**src/sv/utf8d_pkg.sv**
```systemverilog
// ----------------------------------------------------------------------------
// utf8d_pkg
// Shared widths, byte-class constants and the result word type of the
// UTF-8 byte stream decoder.
// ----------------------------------------------------------------------------
package utf8d_pkg;

  localparam int BYTE_W    = 8;
  localparam int CP_W      = 21;
  localparam int NARROW_W  = 16;
  localparam int PEND_W    = 2;
  localparam int CONT_BITS = 6;

  // Lead-byte class boundaries
  localparam logic [BYTE_W-1:0] LEAD2_MIN = 8'hC0;
  localparam logic [BYTE_W-1:0] LEAD3_MIN = 8'hE0;
  localparam logic [BYTE_W-1:0] LEAD4_MIN = 8'hF0;

  // Output skid buffer depth
  localparam int OBUF_DEPTH = 2;

  typedef struct packed {
    logic [CP_W-1:0] code_point;
    logic            incomplete;
    logic            end_of_buffer;
  } res_t;

endpackage

```
**src/sv/utf8d_decode.sv**
```systemverilog
// ----------------------------------------------------------------------------
// utf8d_decode
// Sequence state (pending count, partial code point) and the single-pass
// decode of one registered byte into zero or one result word.
// ----------------------------------------------------------------------------
module utf8d_decode (
  input  logic                             clk,
  input  logic                             rst_n,
  input  logic                             step,
  input  logic [utf8d_pkg::BYTE_W-1:0]     byte_in,
  input  logic                             last_byte,
  input  logic                             wide,
  output logic                             res_valid,
  output utf8d_pkg::res_t                  res
);

  logic [utf8d_pkg::PEND_W-1:0] pend_r, pend_nxt;
  logic [utf8d_pkg::CP_W-1:0]   part_r, part_nxt;
  logic [utf8d_pkg::CP_W-1:0]   cont_sh;
  logic [utf8d_pkg::CP_W-1:0]   merged;
  logic [utf8d_pkg::CP_W-1:0]   cp_raw;
  logic                         produced;
  logic                         inc;

  // Place the continuation's six bits by the count still pending
  always_comb begin
    case (pend_r)
      2'd1:    cont_sh = {{(utf8d_pkg::CP_W-6){1'b0}}, byte_in[5:0]};
      2'd2:    cont_sh = {{(utf8d_pkg::CP_W-12){1'b0}}, byte_in[5:0], 6'b0};
      2'd3:    cont_sh = {{(utf8d_pkg::CP_W-18){1'b0}}, byte_in[5:0], 12'b0};
      default: cont_sh = '0;
    endcase
  end

  assign merged = part_r | cont_sh;

  always_comb begin
    pend_nxt = pend_r;
    part_nxt = part_r;
    produced = 1'b0;
    inc      = 1'b0;
    cp_raw   = '0;
    if (pend_r != '0) begin
      pend_nxt = pend_r - 2'd1;
      if (pend_r == 2'd1) begin
        produced = 1'b1;
        cp_raw   = merged;
        part_nxt = '0;
      end else begin
        part_nxt = merged;
      end
    end else if (byte_in < utf8d_pkg::LEAD2_MIN) begin
      produced = 1'b1;
      cp_raw   = {{(utf8d_pkg::CP_W-utf8d_pkg::BYTE_W){1'b0}}, byte_in};
    end else if (byte_in < utf8d_pkg::LEAD3_MIN) begin
      part_nxt = {{(utf8d_pkg::CP_W-11){1'b0}}, byte_in[4:0], 6'b0};
      pend_nxt = 2'd1;
    end else if (byte_in < utf8d_pkg::LEAD4_MIN) begin
      part_nxt = {{(utf8d_pkg::CP_W-16){1'b0}}, byte_in[3:0], 12'b0};
      pend_nxt = 2'd2;
    end else begin
      part_nxt = {byte_in[2:0], 18'b0};
      pend_nxt = 2'd3;
    end
    // Buffer end: flush any open sequence as an incomplete word
    if (last_byte) begin
      if (!produced) begin
        produced = 1'b1;
        inc      = 1'b1;
        cp_raw   = part_nxt;
      end
      pend_nxt = '0;
      part_nxt = '0;
    end
  end

  assign res_valid         = produced;
  assign res.incomplete    = inc;
  assign res.end_of_buffer = last_byte;
  assign res.code_point    = wide ? cp_raw :
      {{(utf8d_pkg::CP_W-utf8d_pkg::NARROW_W){1'b0}}, cp_raw[utf8d_pkg::NARROW_W-1:0]};

  always_ff @(posedge clk) begin
    if (!rst_n) begin
      pend_r <= '0;
      part_r <= '0;
    end else if (step) begin
      pend_r <= pend_nxt;
      part_r <= part_nxt;
    end
  end

endmodule

```
**src/sv/utf8d_obuf.sv**
```systemverilog
// ----------------------------------------------------------------------------
// utf8d_obuf
// Two-entry result buffer: the output register plus one skid entry, so the
// decode side keeps going while a word waits on a stalled consumer.
// ----------------------------------------------------------------------------
module utf8d_obuf (
  input  logic            clk,
  input  logic            rst_n,
  input  logic            push,
  input  utf8d_pkg::res_t push_data,
  input  logic            pop,
  output logic            full,
  output logic            head_valid,
  output utf8d_pkg::res_t head
);

  utf8d_pkg::res_t ent_r [utf8d_pkg::OBUF_DEPTH];
  logic            wr_ptr_r, rd_ptr_r;
  logic [1:0]      cnt_r, cnt_nxt;

  assign full       = (cnt_r == 2'(utf8d_pkg::OBUF_DEPTH));
  assign head_valid = (cnt_r != '0);
  assign head       = ent_r[rd_ptr_r];

  always_comb begin
    cnt_nxt = cnt_r;
    if (push && !pop) begin
      cnt_nxt = cnt_r + 2'd1;
    end else if (pop && !push) begin
      cnt_nxt = cnt_r - 2'd1;
    end
  end

  always_ff @(posedge clk) begin
    if (!rst_n) begin
      wr_ptr_r <= 1'b0;
      rd_ptr_r <= 1'b0;
      cnt_r    <= '0;
    end else begin
      cnt_r <= cnt_nxt;
      if (push) begin
        wr_ptr_r <= ~wr_ptr_r;
      end
      if (pop) begin
        rd_ptr_r <= ~rd_ptr_r;
      end
    end
  end

  always_ff @(posedge clk) begin
    if (push) begin
      ent_r[wr_ptr_r] <= push_data;
    end
  end

endmodule

```
**src/sv/utf8_byte_stream_decoder.sv**
```systemverilog
// ----------------------------------------------------------------------------
// utf8_byte_stream_decoder
// Decodes a UTF-8 byte stream, one byte per word, into code points.
// ----------------------------------------------------------------------------
//
//   channel  | handshake          | payload
//   ---------+--------------------+-----------------------------------------
//   in_      | in_valid/in_stall  | in_byte_in[7:0], in_last_byte
//   out_     | out_valid/out_stall| out_code_point[20:0], out_incomplete,
//            |                    | out_end_of_buffer
//   cfg_     | cfg_valid/cfg_ready| cfg_wide_output
//
// Throughput is one byte word per clock while in_stall is low. A byte is
// held in the input register; its result (if any) is written into the
// output buffer when that byte advances, and out_valid comes from there.
// Reset (synchronous, rst_n low) empties both stages, clears the sequence
// state and sets wide output mode. out_stall only backs up into in_stall once
// the two-entry output buffer is full and the registered byte has a result.
//
module utf8_byte_stream_decoder (
  input  logic                          clk,
  input  logic                          rst_n,
  // byte input
  input  logic                          in_valid,
  output logic                          in_stall,
  input  logic [utf8d_pkg::BYTE_W-1:0]  in_byte_in,
  input  logic                          in_last_byte,
  // code point output
  output logic                          out_valid,
  input  logic                          out_stall,
  output logic [utf8d_pkg::CP_W-1:0]    out_code_point,
  output logic                          out_incomplete,
  output logic                          out_end_of_buffer,
  // configuration
  input  logic                          cfg_valid,
  output logic                          cfg_ready,
  input  logic                          cfg_wide_output
);

  logic                         wide_r;
  logic                         s1_valid_r;
  logic [utf8d_pkg::BYTE_W-1:0] s1_byte_r;
  logic                         s1_last_r;
  logic                         s1_adv;
  logic                         s1_step;
  logic                         res_valid;
  utf8d_pkg::res_t              res;
  logic                         ob_full;
  logic                         ob_pop;
  utf8d_pkg::res_t              ob_head;

  // Config register is always writable
  assign cfg_ready = 1'b1;

  always_ff @(posedge clk) begin
    if (!rst_n) begin
      wide_r <= 1'b1;
    end else if (cfg_valid && cfg_ready) begin
      wide_r <= cfg_wide_output;
    end
  end

  // Hold the registered byte only when it has a result and no room to put it
  assign s1_adv   = !(res_valid && ob_full);
  assign s1_step  = s1_valid_r && s1_adv;
  assign in_stall = s1_valid_r && !s1_adv;

  always_ff @(posedge clk) begin
    if (!rst_n) begin
      s1_valid_r <= 1'b0;
    end else if (!in_stall) begin
      s1_valid_r <= in_valid;
    end
  end

  // Payload: load on accept, no reset needed
  always_ff @(posedge clk) begin
    if (in_valid && !in_stall) begin
      s1_byte_r <= in_byte_in;
      s1_last_r <= in_last_byte;
    end
  end

  // Decode the registered byte against the sequence state
  utf8d_decode u_decode (
    .clk       (clk),
    .rst_n     (rst_n),
    .step      (s1_step),
    .byte_in   (s1_byte_r),
    .last_byte (s1_last_r),
    .wide      (wide_r),
    .res_valid (res_valid),
    .res       (res)
  );

  assign ob_pop = out_valid && !out_stall;

  // Result register with skid entry
  utf8d_obuf u_obuf (
    .clk        (clk),
    .rst_n      (rst_n),
    .push       (s1_step && res_valid),
    .push_data  (res),
    .pop        (ob_pop),
    .full       (ob_full),
    .head_valid (out_valid),
    .head       (ob_head)
  );

  assign out_code_point    = ob_head.code_point;
  assign out_incomplete    = ob_head.incomplete;
  assign out_end_of_buffer = ob_head.end_of_buffer;

endmodule

```
**config.mk**
```make
export PLATFORM = sky130hd
export DESIGN_NAME = utf8_byte_stream_decoder
export DESIGN_NICKNAME = d
export VERILOG_FILES = /design/src/sv/utf8d_pkg.sv /design/src/sv/utf8d_decode.sv /design/src/sv/utf8d_obuf.sv /design/src/sv/utf8_byte_stream_decoder.sv
export SDC_FILE = /design/constraint.sdc
export NUM_CORES = 1
export LEC_CHECK = 0
export BUFFER_PORTS_ARGS = -buffer_cell sky130_fd_sc_hd__buf_2
export CAP_MARGIN = 20
export CORE_UTILIZATION = 50
export CTS_BUF_LIST = sky130_fd_sc_hd__clkbuf_16
export DETAILED_ROUTE_END_ITERATION = 10
export PLACE_DENSITY = 0.78
export SYNTH_ARGS = -nofsm -noshare
export SYNTH_HDL_FRONTEND = slang
export SYNTH_HIERARCHICAL = 1
export SYNTH_SLANG_ARGS = --single-unit
```
**constraint.sdc**
```tcl
create_clock -name clk -period 4.75 [get_ports clk]
set_clock_uncertainty 0.2 [all_clocks]
set_input_delay 0.7125 -clock clk [delete_from_list [all_inputs] [get_ports clk]]
set_output_delay 0.7125 -clock clk [all_outputs]
set_load 0.005 [all_outputs]
```
Yosys cells after proc, flatten, opt, wreduce, memory -nomap -nowiden
Memories as Yosys holds them, arrays and structs flattened. A register that Yosys moved wholly into a read port is not among the register bits.
Index checks and enable logic that the tools add are counted.
{ "classes": {"addsub": 3, "magnitude_cmp": 3, "eq_ne": 5, "muxes": 30, "bitwise_logic": 3, "n_reduce_logical": 17} }
{ "ops": {"columns": ["cell", "n"], "rows": [
  ["$mux 21", 11],
  ["$pmux 18 s3", 1],
  ["$lt 8x8->1 const B", 3],
  ["$or 21x18->21", 1],
  ["$mux 2", 6],
  ["$mux 1", 11],
  ["$logic_and 1x1->1", 8],
  ["$mux 8", 1],
  ["$eq 2x2->1 const B", 3],
  ["$reduce_bool 2->1", 3],
  ["$logic_not 1->1", 5],
  ["$sub 2x1->2 const B", 2],
  ["$ne 3x2->1 const B", 1],
  ["$add 2x1->2 const B", 1],
  ["$eq 2x1->1 const B", 1],
  ["$not 1->1", 2],
  ["$reduce_and 2->1", 1]
]} }
{ "totals": {"ff_bits": 38, "mem_bits_rw": 46, "output_inout_bits": 26, "n_memories": 1} }
{ "mem_list": {"columns": ["memory", "words", "word_bits", "rd", "rd_clocked_by_memory_dff", "write_ports", "line_no", "source"], "rows": [
  ["u_obuf.ent_r", 2, 23, 1, 1, 1, "utf8d_obuf.sv:17", "utf8d_pkg::res_t ent_r [utf8d_pkg::OBUF_DEPTH];"]
]} }

Depth between registers and ports, before layout
{ "depth": {"ltp_word": 12, "depth_mapped": 11} }

Hierarchy
Netlist, hierarchy kept.
{ "by_module_without_submodules": {"columns": ["mod", "instances", "cells_each", "area_each_um2"], "rows": [
  ["utf8d_obuf", 1, 93, 1876.8],
  ["utf8d_decode", 1, 151, 1323.8],
  ["utf8_byte_stream_decoder", 1, 22, 381.6]
]} }

Worst setup path after synthesis
OpenSTA, ideal clock, no wires.
{ "synth_path": {"path_kind": "register to register", "from": "register u_decode/pend_r[0] in the netlist's numbering", "to": "memory u_obuf/ent_r[0][0] in the netlist's numbering (enable)", "setup_time_ps": 407, "arrival_time_ps": 2449, "setup_slack_ps": 1694, "path_stages_with_launch": 8, "path_cell_list": "dfxtp_1 buf_2 clkbuf_1 nor2_1 o21ai_0 nand2_1 nor2_1 nor2b_1"} }
{ "synth_between": {"elab_chain_len": 10} }
{ "synth_lines": {"columns": ["element", "line_no", "source"], "rows": [
  ["start: declaration", "utf8d_decode.sv:17", "logic [utf8d_pkg::PEND_W-1:0] pend_r, pend_nxt;"],
  ["start signal: assignment", "utf8d_decode.sv:88", "pend_r <= pend_nxt;"],
  ["$eq 2x1->1", "utf8d_decode.sv:45", "if (pend_r == 2'd1) begin"],
  ["$mux 1", "utf8d_decode.sv:45", null],
  ["$mux 1 *", "utf8d_decode.sv:43", "if (pend_r != '0) begin"],
  ["$mux 1 *", "utf8d_decode.sv:66", "if (last_byte) begin"],
  ["named net res_valid", "utf8_byte_stream_decoder.sv:46", "logic res_valid;"],
  ["$logic_and 1x1->1", "utf8_byte_stream_decoder.sv:64", "assign s1_adv = !(res_valid && ob_full);"],
  ["$logic_not 1->1", "utf8_byte_stream_decoder.sv:64", null],
  ["$logic_and 1x1->1", "utf8_byte_stream_decoder.sv:65", "assign s1_step = s1_valid_r && s1_adv;"],
  ["$logic_and 1x1->1 *", "utf8_byte_stream_decoder.sv:102", ".push (s1_step && res_valid),"],
  ["$mux 1 *", "utf8d_obuf.sv:51", "if (push) begin"],
  ["$mux 1 (implied by the code) *", "utf8d_obuf.sv:52", "ent_r[wr_ptr_r] <= push_data;"],
  ["end: declaration", "utf8d_obuf.sv:17", null]
]} }
The timed path passes the listed nets; every way through them passes the cells marked *.

Worst setup path in the final report
{ "layout_path": {"from": "register u_decode/pend_r[1] in the netlist's numbering", "to": "register u_decode/part_r[20] in the netlist's numbering"} }
{ "layout_between": {"elab_chain_len": 7} }
{ "layout_lines": {"columns": ["element", "line_no", "source"], "rows": [
  ["$eq 2x1->1", "utf8d_decode.sv:45", null],
  ["$mux 1", "utf8d_decode.sv:45", null],
  ["$mux 1 *", "utf8d_decode.sv:43", null],
  ["$mux 1 *", "utf8d_decode.sv:66", null],
  ["named net res_valid", "utf8_byte_stream_decoder.sv:46", null],
  ["$logic_and 1x1->1 *", "utf8_byte_stream_decoder.sv:64", null],
  ["$logic_not 1->1 *", "utf8_byte_stream_decoder.sv:64", null],
  ["$logic_and 1x1->1 *", "utf8_byte_stream_decoder.sv:65", null],
  ["named net s1_step", "utf8_byte_stream_decoder.sv:45", "logic s1_step;"],
  ["end signal: assignment", "utf8d_decode.sv:89", "part_r <= part_nxt;"],
  ["end: declaration", "utf8d_decode.sv:18", "logic [utf8d_pkg::CP_W-1:0] part_r, part_nxt;"]
]} }
Marks and branches as above.
A chain may end at the register's enable or synchronous reset.

==> results_dict.tcl <==
set metrics [dict create \
    place_worst_setup_slack_ns 1.73 \
    period_share_pct 66.8 \
    clockRootBuffer "clkbuf_16" \
    report.final.hold_viol_count 0 \
    drive_gt1_share_pct 30.7 \
    setup_viol 0 \
    slew_headroom_pct 30.2 \
    final_area_sq_mm 0.00412 \
    place_area_sq_mm 0.00380 \
    clk_latency_ns 0.35 \
    cts.clk_slew.worst_paths_ns 0.07 \
    final_common_cell "edfxtp_1" \
    min_path_type "reg2reg" \
    drc_errors 0 \
    fp.dieW_microns 86.6 \
    grtUsageTotal_pct 18.4 \
    design.core.area_sq_mm 0.00687 \
    status "complete, no violations" \
    rsz0062_at_grt "no" \
    p_leak_nw 1.55 \
    htreeDepth 3 \
    reg2reg_depth 5 \
    viasPerCell 5.54 \
    clockBufferDepth 2 \
    io_pins 41 \
    cts_tree "done" \
    fin_cells 402 \
    area.growth.synth_to_final_pct 15.0 \
    cp-end-kind "flip-flop" \
    syn_inst 266 \
    dp_cells 385 \
    grt_pass1_wl_mm 10.2 \
    gp_routability_congestion 0.829 \
    setup_slack_ns 1.58 \
    netlist_area_sq_mm 0.00358 \
    p_total_w 0.00191 \
    syn_area_per_cell_sq_um 13.5 \
    synth-seq-cells 85 \
    arrival_ns 3.21 \
    yosysSeqAreaShare_pct 62.9 \
    yosys_warnings 6 \
    antenna_cells 0 \
    drt_first_pass_iters 4 \
    synth_flop_cell "edfxtp_1" \
    report.final.slew_viol_count 0 \
    p_per_area_mw_per_mm2 464 \
    die_height_microns 86.6 \
    clock_sinks 85 \
    path_max_fanout 22 \
    grt_overflow_total 0 \
    required_ns 4.79 \
    tightest_slew_ns 1.05 \
    grt_pass1_vias 2116 \
    antenna_found_initial 0 \
    critical_path_class "reg2reg" \
    cts_setup_buffers 0 \
    postRouteAntennaNets 0 \
    io_buffer_count 39 \
    wl_per_cell_microns 15.8 \
    grt_max_degree 24 \
    wl_mm 6.34 \
    post_cts_resized 0 \
    layout_common_cells "edfxtp_1 (55), buf_2 (39), dfxtp_1 (30), mux2_2 (24), nand2_1 (18)" \
    hold_buffers 0 \
    syn-num-nets 282 \
    max_cap_viol_count 0 \
    die_area_sq_mm 0.00751 \
    synth_edf_count 55 \
    drtIter0Drc 155 \
    min_period_ns 3.17 \
    peakVddDrop_mv 0.240 \
    start_util_pct 52.1 \
    final_nets 317 \
    hpwl_mm 4.07 \
    hold_depth 2 \
    max_freq_mhz 315 \
    row_count 30 \
    start_kind "flip-flop" \
    cts_buffers 9 \
    synthArstFlopShare_pct 0 \
    fin_tns_setup_ns 0 \
    vias 2227 \
    synth_cell_types 48 \
]
==> critical path, stage by stage (launching register included) <==
cell and delay (ns):
dfxtp_1 0.83, o21ai_0 0.33, a21boi_0 0.61, inv_1 0.15
o311a_1 0.63, a32o_1 0.31
==> synth_stat cells (2+ instances only) <==
master     n  area (sq um)
o21ai_0   12          60.1
buf_2      2          10.0
nor2_1    10          37.5
nand2_1   18          67.6
edfxtp_1  55          1650
o311a_1    2          20.0
and3_1     2          12.5
a32o_1    13           130
buf_4      7          52.6
o31ai_4    2          42.5
a22o_1    12           105
nand4_1    2          12.5
and2_1    10          62.6
mux2_2    24           270
inv_1      7          26.3
a21boi_0   2          15.0
a21oi_2    2          17.5
o221ai_1   2          17.5
nor2b_1    5          31.3
o21a_1     2          15.0
dfxtp_1   30           601
clkbuf_1   5          18.8
xor2_1     2          17.5
a21oi_1    8          40.0
nand3_1    7          35.0
==> power by group <==
group | internal, W | switching (W)
Clock | 0.000373 | 0.000314
Combinational | 0.000173 | 0.000134
Sequential | 0.000850 | 0.0000679
==> layer usage <==
| layer | global-route usage, % | share of wire, % |
|---|---|---|
| met1 | 23.3 | 44 |
| met2 | 28.7 | 49 |
| met3 | 3.24 | 3.9 |
| met4 | 13.0 | 3.1 |
| met5 | 0 | 0 |
==> final cells by class <==
type                    instances  area (sq um)
flip-flops and latches         85          2250
inverters                       7          26.3
clock buffers                   9           225
clock inverters                 7          76.3
fillers                       531          2750
repair buffers                 41           225
well taps                      96           120
multi-input cells             157          1190
==> kinds of logic (layout without fill, tap and decap cells) <==
family,Yosys count,in the layout,synth area share [%]
adder cells (fa/ha/maj),1,1,0.349
buffers and inverters,24,64,3.84
XOR/XNOR,3,3,0.734
other,1,1,0.105
flip-flops,85,85,62.9
AND/OR/NAND/NOR,64,64,10.1
multiplexers,25,25,7.82
AO/OA/AOI/OAI,63,63,14.2
==> state kept, by name, indices dropped and copies added (netlist names), named ones only <==
| signal | count |
|---|---|
| s1_byte_r | 8 |
| u_decode/part_r | 21 |
| u_obuf/ent_r | 46 |
| s1_last_r | 1 |
| wide_r | 1 |
| s1_valid_r | 1 |
| u_decode/pend_r | 2 |
| u_obuf/rd_ptr_r | 1 |
| u_obuf/cnt_r | 2 |
| u_obuf/wr_ptr_r | 1 |
==> stage by stage <==
step | util (%) | hold WS, ns
2_1_floorplan | - | 0.222
3_3_place_gp | 55.2 | 0.234
3_5_place_dp | 55.4 | 0.246
4_1_cts | 59.8 | 0.268
5_1_grt | 60.0 | 0.279
6_report | 60.0 | 0.269
==> worst paths after layout <==
check | startpoint | end | slack [ns]
max | u_decode/pend_r[1] | u_decode/part_r[20] | 1.58
max reg2reg | u_decode/pend_r[1] | u_decode/part_r[20] | 1.58
min reg2reg | u_decode/part_r[16] | u_decode/part_r[16] | 0.27
min | u_decode/part_r[16] | u_decode/part_r[16] | 0.27
No activity file was read; power rests on OpenSTA's default activity.
